$ cat config.mk
export PLATFORM = sky130hd
export DESIGN_NAME = utf8_to_utf16_or_utf32_decoder
export DESIGN_NICKNAME = d
export VERILOG_FILES = /design/src/design/utfd_pkg.sv /design/src/design/utfd_decode.sv /design/src/design/utfd_outbuf.sv /design/src/design/utf8_to_utf16_or_utf32_decoder.sv
export SDC_FILE = /design/constraint.sdc
export NUM_CORES = 1
export LEC_CHECK = 0
export ABC_AREA = 1
export BUFFER_PORTS_ARGS = -buffer_cell sky130_fd_sc_hd__buf_2
export CAP_MARGIN = 20
export CORE_UTILIZATION = 60
export CTS_BUF_LIST = sky130_fd_sc_hd__clkbuf_4 sky130_fd_sc_hd__clkbuf_8 sky130_fd_sc_hd__clkbuf_16
export CTS_CLUSTER_DIAMETER = 80
export DETAILED_ROUTE_END_ITERATION = 10
export MAX_ROUTING_LAYER = met4
export PLACE_DENSITY = 0.82
export SYNTH_ARGS = -nofsm -noshare
export SYNTH_HDL_FRONTEND = slang
export SYNTH_SLANG_ARGS = --single-unit
$ cat constraint.sdc
create_clock -name clk -period 6.6 [get_ports clk]
set_clock_uncertainty 0.1 [all_clocks]
set_input_delay 1.32 -clock clk [delete_from_list [all_inputs] [get_ports clk]]
set_output_delay 1.32 -clock clk [all_outputs]
set_load 0.01 [all_outputs]
$ cat src/design/utfd_pkg.sv
package utfd_pkg;

	localparam int CU_W = 21;

	// result status codes
	localparam logic [1:0] ST_OK   = 2'd0;
	localparam logic [1:0] ST_ERR  = 2'd1;
	localparam logic [1:0] ST_PART = 2'd2;

	localparam logic [7:0] LEAD_LIMIT = 8'hF5;
	localparam logic [7:0] KEEP2      = 8'h1F;
	localparam logic [7:0] KEEP3      = 8'h0F;
	localparam logic [7:0] KEEP4      = 8'h07;

	localparam logic [CU_W-1:0] SUPP_BASE = 21'h010000;
	localparam logic [CU_W-1:0] CP_MAX    = 21'h10FFFF;
	localparam logic [15:0]     SURR_HI   = 16'hD800;
	localparam logic [15:0]     SURR_LO   = 16'hDC00;

	typedef struct packed {
		logic [CU_W-1:0] code_unit;
		logic [1:0]      status;
		logic            last;
	} result_t;

	// what one decoded byte hands to the result buffer
	typedef struct packed {
		result_t    r0;
		result_t    r1;
		logic [1:0] count;
	} dec_out_t;

endpackage

$ cat src/design/utfd_decode.sv
module utfd_decode (
	input  logic              clk,
	input  logic              arst_n,
	input  logic              fire,
	input  logic [7:0]        byte_s1,
	input  logic              eos_s1,
	input  logic              output_form,
	output utfd_pkg::dec_out_t dec
);
	import utfd_pkg::*;

	logic [1:0]      pending_q;
	logic [CU_W-1:0] partial_q;
	logic [1:0]      pending_d;
	logic [CU_W-1:0] partial_d;

	logic            cont;
	logic [CU_W-1:0] cp;
	logic            emit;
	logic [19:0]     off;
	logic [CU_W-1:0] cp_off;

	assign cont   = (byte_s1[7:6] == 2'b10);

	always_comb begin
		pending_d = pending_q;
		partial_d = partial_q;
		cp        = {13'd0, byte_s1};
		emit      = 1'b0;
		dec       = '0;

		if (pending_q == 2'd0) begin
			if (cont || byte_s1 >= LEAD_LIMIT) begin
				dec.r0.status = ST_ERR;
				dec.count     = 2'd1;
			end else if (!byte_s1[7]) begin
				emit = 1'b1;
			end else if (byte_s1[7:5] == 3'b110) begin
				pending_d = 2'd1;
				partial_d = {13'd0, byte_s1 & KEEP2};
			end else if (byte_s1[7:4] == 4'b1110) begin
				pending_d = 2'd2;
				partial_d = {13'd0, byte_s1 & KEEP3};
			end else if (byte_s1[7:3] == 5'b11110) begin
				pending_d = 2'd3;
				partial_d = {13'd0, byte_s1 & KEEP4};
			end else begin
				dec.r0.status = ST_ERR;
				dec.count     = 2'd1;
			end
		end else if (cont) begin
			cp        = {partial_q[CU_W-7:0], byte_s1[5:0]};
			pending_d = pending_q - 2'd1;
			partial_d = cp;
			if (pending_q == 2'd1) begin
				emit      = 1'b1;
				partial_d = '0;
			end
		end else begin
			dec.r0.status = ST_ERR;
			dec.count     = 2'd1;
			pending_d     = 2'd0;
			partial_d     = '0;
		end

		cp_off = cp - SUPP_BASE;
		off    = cp_off[19:0];

		if (emit) begin
			if (!output_form || cp < SUPP_BASE) begin
				dec.r0.code_unit = cp;
				dec.count        = 2'd1;
			end else if (cp > CP_MAX) begin
				dec.r0.status = ST_ERR;
				dec.count     = 2'd1;
			end else begin
				dec.r0.code_unit = {5'd0, SURR_HI | {6'd0, off[19:10]}};
				dec.r1.code_unit = {5'd0, SURR_LO | {6'd0, off[9:0]}};
				dec.count        = 2'd2;
			end
		end

		// stream ended inside a sequence: nothing else was emitted this byte
		if (eos_s1 && pending_d != 2'd0) begin
			dec.r0.status = ST_PART;
			dec.count     = 2'd1;
			pending_d     = 2'd0;
			partial_d     = '0;
		end

		dec.r0.last = (dec.count == 2'd1);
		dec.r1.last = (dec.count == 2'd2);
	end

	always_ff @(posedge clk or negedge arst_n) begin
		if (!arst_n) begin
			pending_q <= 2'd0;
			partial_q <= '0;
		end else if (fire) begin
			pending_q <= pending_d;
			partial_q <= partial_d;
		end
	end

endmodule

$ cat src/design/utfd_outbuf.sv
module utfd_outbuf (
	input  logic               clk,
	input  logic               arst_n,
	input  logic               load,
	input  utfd_pkg::dec_out_t dec,
	input  logic               out_ready,
	output logic               free,
	output logic               out_valid,
	output utfd_pkg::result_t  head
);
	import utfd_pkg::*;

	logic [1:0] cnt_q;
	result_t    head_q;
	result_t    second_q;

	// buffer is empty or drains to empty this cycle
	assign free      = (cnt_q == 2'd0) || (cnt_q == 2'd1 && out_ready);
	assign out_valid = (cnt_q != 2'd0);
	assign head      = head_q;

	always_ff @(posedge clk or negedge arst_n) begin
		if (!arst_n) begin
			cnt_q <= 2'd0;
		end else if (load) begin
			cnt_q <= dec.count;
		end else if (out_valid && out_ready) begin
			cnt_q <= cnt_q - 2'd1;
		end
	end

	always_ff @(posedge clk) begin
		if (load) begin
			head_q   <= dec.r0;
			second_q <= dec.r1;
		end else if (cnt_q == 2'd2 && out_ready) begin
			head_q <= second_q;
		end
	end

endmodule

$ cat src/design/utf8_to_utf16_or_utf32_decoder.sv
// UTF-8 to UTF-32 / UTF-16 decoder. Takes one byte per cycle on the input channel while
// in_ready is high and gives one result per cycle on the output channel while out_ready is
// high. A byte that completes a code point from 0x10000 to 0x10FFFF in UTF-16 form
// (cfg_write_data = 1) yields a surrogate pair, which fills the two-entry result buffer and
// keeps the next byte in the input register until the pair drains. A byte's results pass
// through the input register, then are decoded into the result buffer. Errors (status 1)
// and a stream that ends mid-sequence (status 2) give code_unit zero and return the
// decoder to idle.
// Write the output form only while no transaction is in flight.
module utf8_to_utf16_or_utf32_decoder (
	input  logic        clk,
	input  logic        arst_n,
	input  logic        in_valid,
	output logic        in_ready,
	input  logic [7:0]  byte_in,
	input  logic        end_of_stream,
	output logic        out_valid,
	input  logic        out_ready,
	output logic [20:0] code_unit,
	output logic [1:0]  status,
	output logic        last_of_run,
	input  logic        cfg_write_en,
	input  logic        cfg_write_data
);
	import utfd_pkg::*;

	logic       output_form_q;
	logic       valid_s1;
	logic [7:0] byte_s1;
	logic       eos_s1;
	logic       free;
	logic       advance;
	dec_out_t   dec;
	result_t    head;

	assign advance  = valid_s1 && free;
	assign in_ready = !valid_s1 || free;

	always_ff @(posedge clk or negedge arst_n) begin
		if (!arst_n) begin
			output_form_q <= 1'b0;
		end else if (cfg_write_en) begin
			output_form_q <= cfg_write_data;
		end
	end

	always_ff @(posedge clk or negedge arst_n) begin
		if (!arst_n) begin
			valid_s1 <= 1'b0;
		end else if (in_valid && in_ready) begin
			valid_s1 <= 1'b1;
		end else if (advance) begin
			valid_s1 <= 1'b0;
		end
	end

	always_ff @(posedge clk) begin
		if (in_valid && in_ready) begin
			byte_s1 <= byte_in;
			eos_s1  <= end_of_stream;
		end
	end

	utfd_decode u_decode (
		.clk         (clk),
		.arst_n      (arst_n),
		.fire        (advance),
		.byte_s1     (byte_s1),
		.eos_s1      (eos_s1),
		.output_form (output_form_q),
		.dec         (dec)
	);

	utfd_outbuf u_outbuf (
		.clk       (clk),
		.arst_n    (arst_n),
		.load      (advance),
		.dec       (dec),
		.out_ready (out_ready),
		.free      (free),
		.out_valid (out_valid),
		.head      (head)
	);

	assign code_unit   = head.code_unit;
	assign status      = head.status;
	assign last_of_run = head.last;

endmodule

==> run_results.csv, run 1 <==
group,metric,value,unit
setup_path,critical_path_required,6.37,ns
route,antenna_violating_nets_post_route,0,
yosys,synth_cell_type_count,35,
setup_path,crit_slowest_cell,"sky130_fd_sc_hd__nand2_1",
layout,relative_area_change_from_synthesis_to_final_layout,12.8,%
timing,fmax,303,MHz
yosys,synth_area,3460,um^2
layout,final_net_count,431,
timing,slew_of_the_pin_with_the_lowest_slew_margin,0.955,ns
setup_path,arrival,3.07,ns
die,die_area,6070,um^2
global_route,antenna_violations_before_repair,0,
timing,holdWs,0.417,ns
yosys,synth_edf_count,45,
die,fp.dieH,77.9,um
yosys,main_combinational_cell_family_by_area_after_synthesis,"simple AND/OR/NAND/NOR gates",
timing,period_minus_slack,3.30,ns
setup_path,path_cells,"buf_2, a21oi_1, nor2_1, buf_4, inv_1, nand2_1",
outcome,run_status,"finished, final reports clean",
timing,final_hold_viol_count,0,
layout,final-seq-area,1880,um^2
power,static-leakage-power,0.00178,uW
global_route,grt_remaining_overflow,0,
yosys,avgSynthCellArea,9.47,um^2
route,finalWirelength,7460,um
layout,diodes,0,
clocking,cts_setup_buffers,0,
timing,slew_viol_final,0,
die,num_io_pins,41,
yosys,synthXorXnorAreaFrac,0.507,%
clocking,htree_num_levels,3,
layout,final_layout_size_suffix_gt1_share,25.8,%
yosys,async_reset_ff_share,31.8,%
placed_design,detailed_place_hpwl,5340,um
route,drcViolationCount,0,
global_route,global_route_wire_length_before_repair,11900,um
timing,timing.final.ws_setup,3.30,ns
clocking,cts_tree,"done",
placed_design,gp_routability_congestion,0.956,
clocking,cts_resized,0,
setup_path,slowest_delay,0.73,ns
layout,layout.core_utilization,70.4,%
hold_path,hp-class,"flop to flop",
layout,multi_input_comb_area,1370,um^2
yosys,synth.top_cells.by_area,"sky130_fd_sc_hd__edfxtp_1 39%, sky130_fd_sc_hd__dfrtp_1 15%, sky130_fd_sc_hd__nand2_1 8.9%, sky130_fd_sc_hd__nor2_1 4.9%, sky130_fd_sc_hd__nand3_1 3.8%",
global_route,grt_usage,27.1,%
route,dr_total_vias,2672,
yosys,yosysMostFrequentCell,"sky130_fd_sc_hd__nand2_1",
clocking,clk_transition_reported_paths,0.07,ns
yosys,synth-warning-count,0,
placed_design,dp_slack,2.97,ns
setup_path,setup.worst_path.end_class,"flop",
clocking,numClockSinks,66,
global_route,via_count_of_the_first_global_routing_pass,2508,
global_route,grt_max_degree,25,
yosys,ys_seq_area_share,54.3,%
setup_path,critical_path.n_buffers_inverters,3,
yosys,synth_top_cell_area_share,39.1,%
yosys,most_numerous_cell_types_in_the_synthesized_netlist,"82 x sky130_fd_sc_hd__nand2_1, 45 x sky130_fd_sc_hd__edfxtp_1, 45 x sky130_fd_sc_hd__nor2_1",
clocking,insertion_delay,0.34,ns
timing,min_period_over_period,50.0,%
setup_path,critPathLaunchType,"input port",
yosys,synth_top_area_cell,"sky130_fd_sc_hd__edfxtp_1",
route,detailedRoute.firstPassIterationCount,5,
clocking,cts-buffers-inserted,9,
die,placeable_core_region,5540,um^2
yosys,synth_fa_ha_area_share,2.17,%
route,routedWlPerCell,15.3,um
layout,filler_cell_count,432,
power,max-vdd-ir-drop,0.258,mV
route,first_iter_violations,210,
job,drv_cap,0,
yosys,synthMuxAreaShare,0.326,%
yosys,syn-num-nets,386,
timing,setup_repair_after_global_routing_missed_its_margin,"no",
placed_design,numPlacedInstances,471,
clocking,holdBufCountCts,0,
layout,final_cells,487,
setup_path,worstSetupStartpoint,"out_ready",
die,row_cnt,27,
route,avgViaCountPerCell,5.49,
timing,finalSetupViolCount,0,
setup_path,timing.rr.start,"u_decode.pending_q[0]$_DFFE_PN0P_",
yosys,syn-instance-count,365,
setup_path,worst_path_dominant_cell_family,"simple AND/OR/NAND/NOR gates",
yosys,top_flip_flop_cell_by_instance_count_after_synthesis,"sky130_fd_sc_hd__edfxtp_1",
die,die_w,77.9,um
setup_path,worstSetupPathType,"input port to flop",
timing,timing.max_slew.rel_slack,36.1,%
timing,setup_tns,0,ns
yosys,synth_seq_cells,66,
placed_design,port_buf_inserts,40,
yosys,post_synth_and_or_nand_nor_area_fraction,26.7,%
setup_path,critical_path.max_fanout,24,
clocking,clock_path_buffers,2,
die,initial_cell_density_of_the_core,62.4,%
hold_path,hold_path.startpoint,"u_decode.partial_q[6]$_DFFE_PN0P_",
power,power.density,428,nW/um^2
yosys,area_fraction_in_compound_gates_after_synthesis,10.1,%
clocking,cts_root_buf,"sky130_fd_sc_hd__clkbuf_8",
worst register-to-register path: stages, from the launching register on:
cell                      delay [ns]
sky130_fd_sc_hd__dfrtp_1        0.42
sky130_fd_sc_hd__inv_1          0.11
sky130_fd_sc_hd__ha_1           0.58
sky130_fd_sc_hd__inv_4          0.12
sky130_fd_sc_hd__nand2_2        0.14
sky130_fd_sc_hd__nor2_2         0.09
sky130_fd_sc_hd__inv_1          0.09
sky130_fd_sc_hd__ha_1           0.21
sky130_fd_sc_hd__nand2_1        0.08
sky130_fd_sc_hd__nor2_2         0.13
sky130_fd_sc_hd__nand3_2        0.09
sky130_fd_sc_hd__a21oi_2        0.25
sky130_fd_sc_hd__nand2_2        0.10
sky130_fd_sc_hd__nand3_1        0.12
sky130_fd_sc_hd__nand2_1        0.07
registers in the layout, indices dropped and copies added, names as in the netlist:
register	flops
output_form_q	1
u_outbuf.second_q	12
valid_s1	1
eos_s1	1
u_decode.pending_q	2
u_decode.partial_q	15
u_outbuf.cnt_q	2
u_outbuf.head	24
byte_s1	8
kinds of logic (layout without fill, tap and decap cells):
family | after synthesis | count (layout)
muxes | 1 | 1
adders and majority gates | 6 | 6
DFF | 66 | 66
and+or+nand+nor | 188 | 188
xor gates and xnor gates | 2 | 2
AOI/OAI and AO/OA | 54 | 54
buffers and inverters | 48 | 98
layer usage:
layer / wire length, um / global-route usage (%) / up-vias
met2: 3530 / 41.5 / 105
met1: 3270 / 34.5 / 1248
met4: 182 / 11.9 / 0
li1: - / - / 1302
met3: 475 / 6.59 / 17
met5: 0 / - / -
final cells by class:
class / instances / area share [%]
flip-flops and latches: 66 / 48.1
multi-input cells: 251 / 35.2
repair buffers: 41 / 5.33
inverters: 41 / 4.01
clock buffers: 11 / 3.56
well taps: 72 / 2.31
clock inverters: 5 / 1.41
power by group:
group / internal [uW] / switching, uW
Clock: 182 / 158
Sequential: 639 / 53.9
Combinational: 199 / 435
Total: 1020 / 647
final timing paths:
path | end | slack (ns) | cells past startpoint
max | u_outbuf.head[12]$_DFFE_PP_ | 3.30 | 6
max reg2reg | u_outbuf.head[0]$_DFFE_PP_ | 3.66 | 14
min in group asynchronous | u_decode.partial_q[14]$_DFFE_PN0P_ | 0.84 | 1
min reg2reg | u_decode.partial_q[6]$_DFFE_PN0P_ | 0.42 | 2
max in group asynchronous | u_decode.pending_q[1]$_DFFE_PN0P_ | 5.21 | 1
min | u_decode.partial_q[6]$_DFFE_PN0P_ | 0.42 | 2
placed cells by master (no fill, tap or decap), drive strengths merged, types with 11 or more instances in the layout:
cell | Yosys | layout
inv | 41 | 41
clkbuf | 2 | 11
a21oi | 14 | 14
nand2 | 96 | 96
edfxtp | 45 | 45
buf | 5 | 41
o21ai | 28 | 28
dfrtp | 21 | 21
nor2 | 55 | 55
nand3 | 28 | 28
metrics by stage:
step	power, uW	area (um^2)
floorplan	1160	3460
global placement	1310	3700
detailed placement	1330	3700
CTS	1660	3900
global route	1760	3900
finish	1670	3900
No activity file was read; power rests on OpenSTA's default activity.
==> run 2, diff against run 1 <==
Settings changed: ABC_AREA 1 to 0, CORE_UTILIZATION 60 to 52, PLACE_DENSITY 0.82 to 0.75.
Clock period 6.6 ns to 2.7 ns, I/O delays scaled along.
==> run_results.csv, run 2 <==
group,metric,value,unit
route,antenna_violating_nets_post_route,0,
timing,finalSetupViolCount,0,
clocking,cts-buffers-inserted,9,
timing,period_minus_slack,2.47,ns
clocking,cts_resized,0,
timing,min_period_over_period,91.3,%
power,p_int,2670,uW
route,finalWirelength,7760,um
yosys,async_reset_ff_share,31.8,%
job,drv_cap,0,
power,power.switching_fraction,36.5,%
placed_design,placed_cell_area,3690,um^2
timing,fmax,405,MHz
yosys,yosysMostFrequentCell,"sky130_fd_sc_hd__edfxtp_1",
outcome,run_status,"finished, final reports clean",
die,num_io_pins,41,
setup_path,arrival,2.59,ns
route,routedWlPerCell,19.1,um
power,total_power,4200,uW
yosys,syn-num-nets,293,
layout,final_net_count,347,
power,power_frac_clock,20.0,%
yosys,synth_top_cell_area_share,40.7,%
yosys,avgSynthCellArea,12.2,um^2
yosys,synth.top_cells.by_area,"sky130_fd_sc_hd__edfxtp_1 41%, sky130_fd_sc_hd__dfrtp_1 16%, sky130_fd_sc_hd__ha_1 2.3%, sky130_fd_sc_hd__mux2_4 2.3%, sky130_fd_sc_hd__o31ai_1 2.0%",
yosys,syn-instance-count,272,
die,die_area,6710,um^2
yosys,ys_seq_area_share,56.5,%
timing,setup_tns,0,ns
route,dr_total_vias,2481,
timing,final_hold_viol_count,0,
global_route,grt.met3_usage,6.67,%
setup_path,worstSetupPathType,"flop to flop",
power,power.share.combinational,38.8,%
yosys,synth_top_area_cell,"sky130_fd_sc_hd__edfxtp_1",
setup_path,critical_path.max_fanout,12,
clocking,clock_path_buffers,2,
clocking,insertion_delay,0.34,ns
route,detailedRoute.firstPassIterationCount,5,
die,fp.dieH,81.9,um
die,row_cnt,28,
route,drcViolationCount,0,
die,initial_cell_density_of_the_core,55.1,%
die,die_w,81.9,um
yosys,synth-warning-count,0,
layout,relative_area_change_from_synthesis_to_final_layout,17.1,%
placed_design,port_buf_inserts,40,
timing,timing.max_slew.rel_slack,60.6,%
setup_path,critical_path_required,2.82,ns
global_route,grt_remaining_overflow,0,
global_route,antenna_violations_before_repair,0,
yosys,synth_seq_cells,66,
placed_design,gp_routability_congestion,0.926,
layout,fin_area,3890,um^2
clocking,holdBufCountCts,0,
yosys,most_numerous_cell_types_in_the_synthesized_netlist,"45 x sky130_fd_sc_hd__edfxtp_1, 21 x sky130_fd_sc_hd__dfrtp_1, 17 x sky130_fd_sc_hd__nand2_1",
setup_path,setup.worst_path.end_class,"flop",
timing,slew_viol_final,0,
clocking,clk_transition_reported_paths,0.07,ns
global_route,met2_capacity_usage_during_global_routing,40.6,%
timing,slew_of_the_pin_with_the_lowest_slew_margin,0.591,ns
layout,layout.cells.most_common,"sky130_fd_sc_hd__edfxtp_1",
setup_path,register_to_register_path_setup_slack,0.23,ns
yosys,top_flip_flop_cell_by_instance_count_after_synthesis,"sky130_fd_sc_hd__edfxtp_1",
power,power.density,1080,nW/um^2
timing,holdWs,0.0684,ns
power,static-leakage-power,0.00158,uW
setup_path,critPathLaunchType,"flop",
layout,largest_register_ffs,24,
layout,final_cell_mix,"45 x sky130_fd_sc_hd__edfxtp_1, 40 x sky130_fd_sc_hd__buf_2, 21 x sky130_fd_sc_hd__dfrtp_1",
clocking,cts_root_buf,"sky130_fd_sc_hd__clkbuf_8",
clocking,htree_num_levels,3,
layout,diodes,0,
clocking,cts_setup_buffers,0,
power,max-vdd-ir-drop,0.603,mV
timing,setup_repair_after_global_routing_missed_its_margin,"no",
route,avgViaCountPerCell,6.11,
route,first_iter_violations,231,
global_route,grt_max_degree,25,
global_route,via_count_of_the_first_global_routing_pass,2419,
global_route,global_route.peak_usage_layer,"met2",
yosys,synth_edf_count,45,
yosys,synth_cell_type_count,58,
layout,final_layout_size_suffix_gt1_share,32.0,%
placed_design,detailed_place_hpwl,5700,um
hold_path,hp-class,"input port to asynchronous set/reset pin",
power,power_switching,1530,uW
clocking,numClockSinks,66,
global_route,global_route_wire_length_before_repair,12200,um
global_route,grt_usage,26.6,%
power,power.sequential.fraction,41.2,%
die,placeable_core_region,6030,um^2
global_route,globalRouteMet1Util,31.5,%
yosys,synth_area,3320,um^2
clocking,cts_tree,"done",
==> run 2: changes by cell type in the layout (fill, tap and decap cells not counted), sizes merged, moves of 10 or more <==
| cell | change |
|---|---|
| inv | -27 |
| nand3 | -25 |
| nor2 | -39 |
| buf | +18 |
| nand2 | -79 |
| nor3 | +10 |
| o21ai | -17 |
==> run 2: layout make-up <==
| type | instances | area (um^2) |
|---|---|---|
| Clock buffer | 13 | 160 |
| Tap cell | 75 | 93.8 |
| Timing Repair Buffer | 59 | 343 |
| Sequential cell | 66 | 1880 |
| Inverter | 14 | 52.6 |
| Multi-Input combinational cell | 176 | 1320 |
| Clock inverter | 3 | 40.0 |
| Fill cell | 482 | 2140 |
==> run 2: layer usage <==
metal	vias to the layer above	share of wire [%]
met3	36	6.0
met1	1194	42
met2	107	47
met5	-	0
li1	1144	-
met4	0	5.1
==> run 2: cells by family after synthesis <==
family / share of synthesized area, %
DFF: 56.5
adders and majority gates: 2.26
buffers and inverters: 4.71
AOI/OAI and AO/OA: 18.0
and+or+nand+nor: 14.4
muxes: 3.62
xor gates and xnor gates: 0.528
==> run 2: worst max-delay path, cell delays in order, from the launching register on <==
cell and delay, ns:
sky130_fd_sc_hd__dfrtp_1 0.41, sky130_fd_sc_hd__inv_1 0.09, sky130_fd_sc_hd__ha_1 0.20, sky130_fd_sc_hd__a21oi_1 0.07
sky130_fd_sc_hd__nand2b_1 0.40, sky130_fd_sc_hd__a2111oi_4 0.41, sky130_fd_sc_hd__or2_4 0.31, sky130_fd_sc_hd__mux2_2 0.36
==> run 2: per-stage QoR <==
| step | std cells | utilization [%] | worst slack, ns |
|---|---|---|---|
| 3_5_place_dp | 390 | 61.2 | 0.247 |
| 6_report | 406 | 64.5 | 0.234 |
| 5_1_grt | 406 | 64.5 | 0.0856 |
| 3_3_place_gp | 390 | 61.2 | 0.254 |
| 4_1_cts | 406 | 64.5 | 0.220 |
| 2_1_floorplan | 272 | - | -0.00650 |
==> run 2: worst paths after layout <==
path                                               start                                  to  cells after the start
min                                               arst_n   u_decode.pending_q[0]$_DFFE_PN0P_                      1
min reg2reg                             eos_s1$_DFFE_PP_   u_decode.pending_q[0]$_DFFE_PN0P_                      1
max                        u_outbuf.cnt_q[0]$_DFFE_PN0P_   u_decode.partial_q[8]$_DFFE_PN0P_                      7
min in group clk                           end_of_stream                    eos_s1$_DFFE_PP_                      1
max in group asynchronous                         arst_n  u_decode.partial_q[14]$_DFFE_PN0P_                      1
max reg2reg                u_outbuf.cnt_q[0]$_DFFE_PN0P_   u_decode.partial_q[8]$_DFFE_PN0P_                      7
==> run 2: power by group through the flow <==
stage	logic [uW]	clock network, uW	registers (uW)
2_1_floorplan	1030	0	1810
3_3_place_gp	1590	0	1730
3_5_place_dp	1630	0	1750
4_1_cts	1630	851	1730
5_1_grt	1790	895	1770
6_report	1630	841	1730
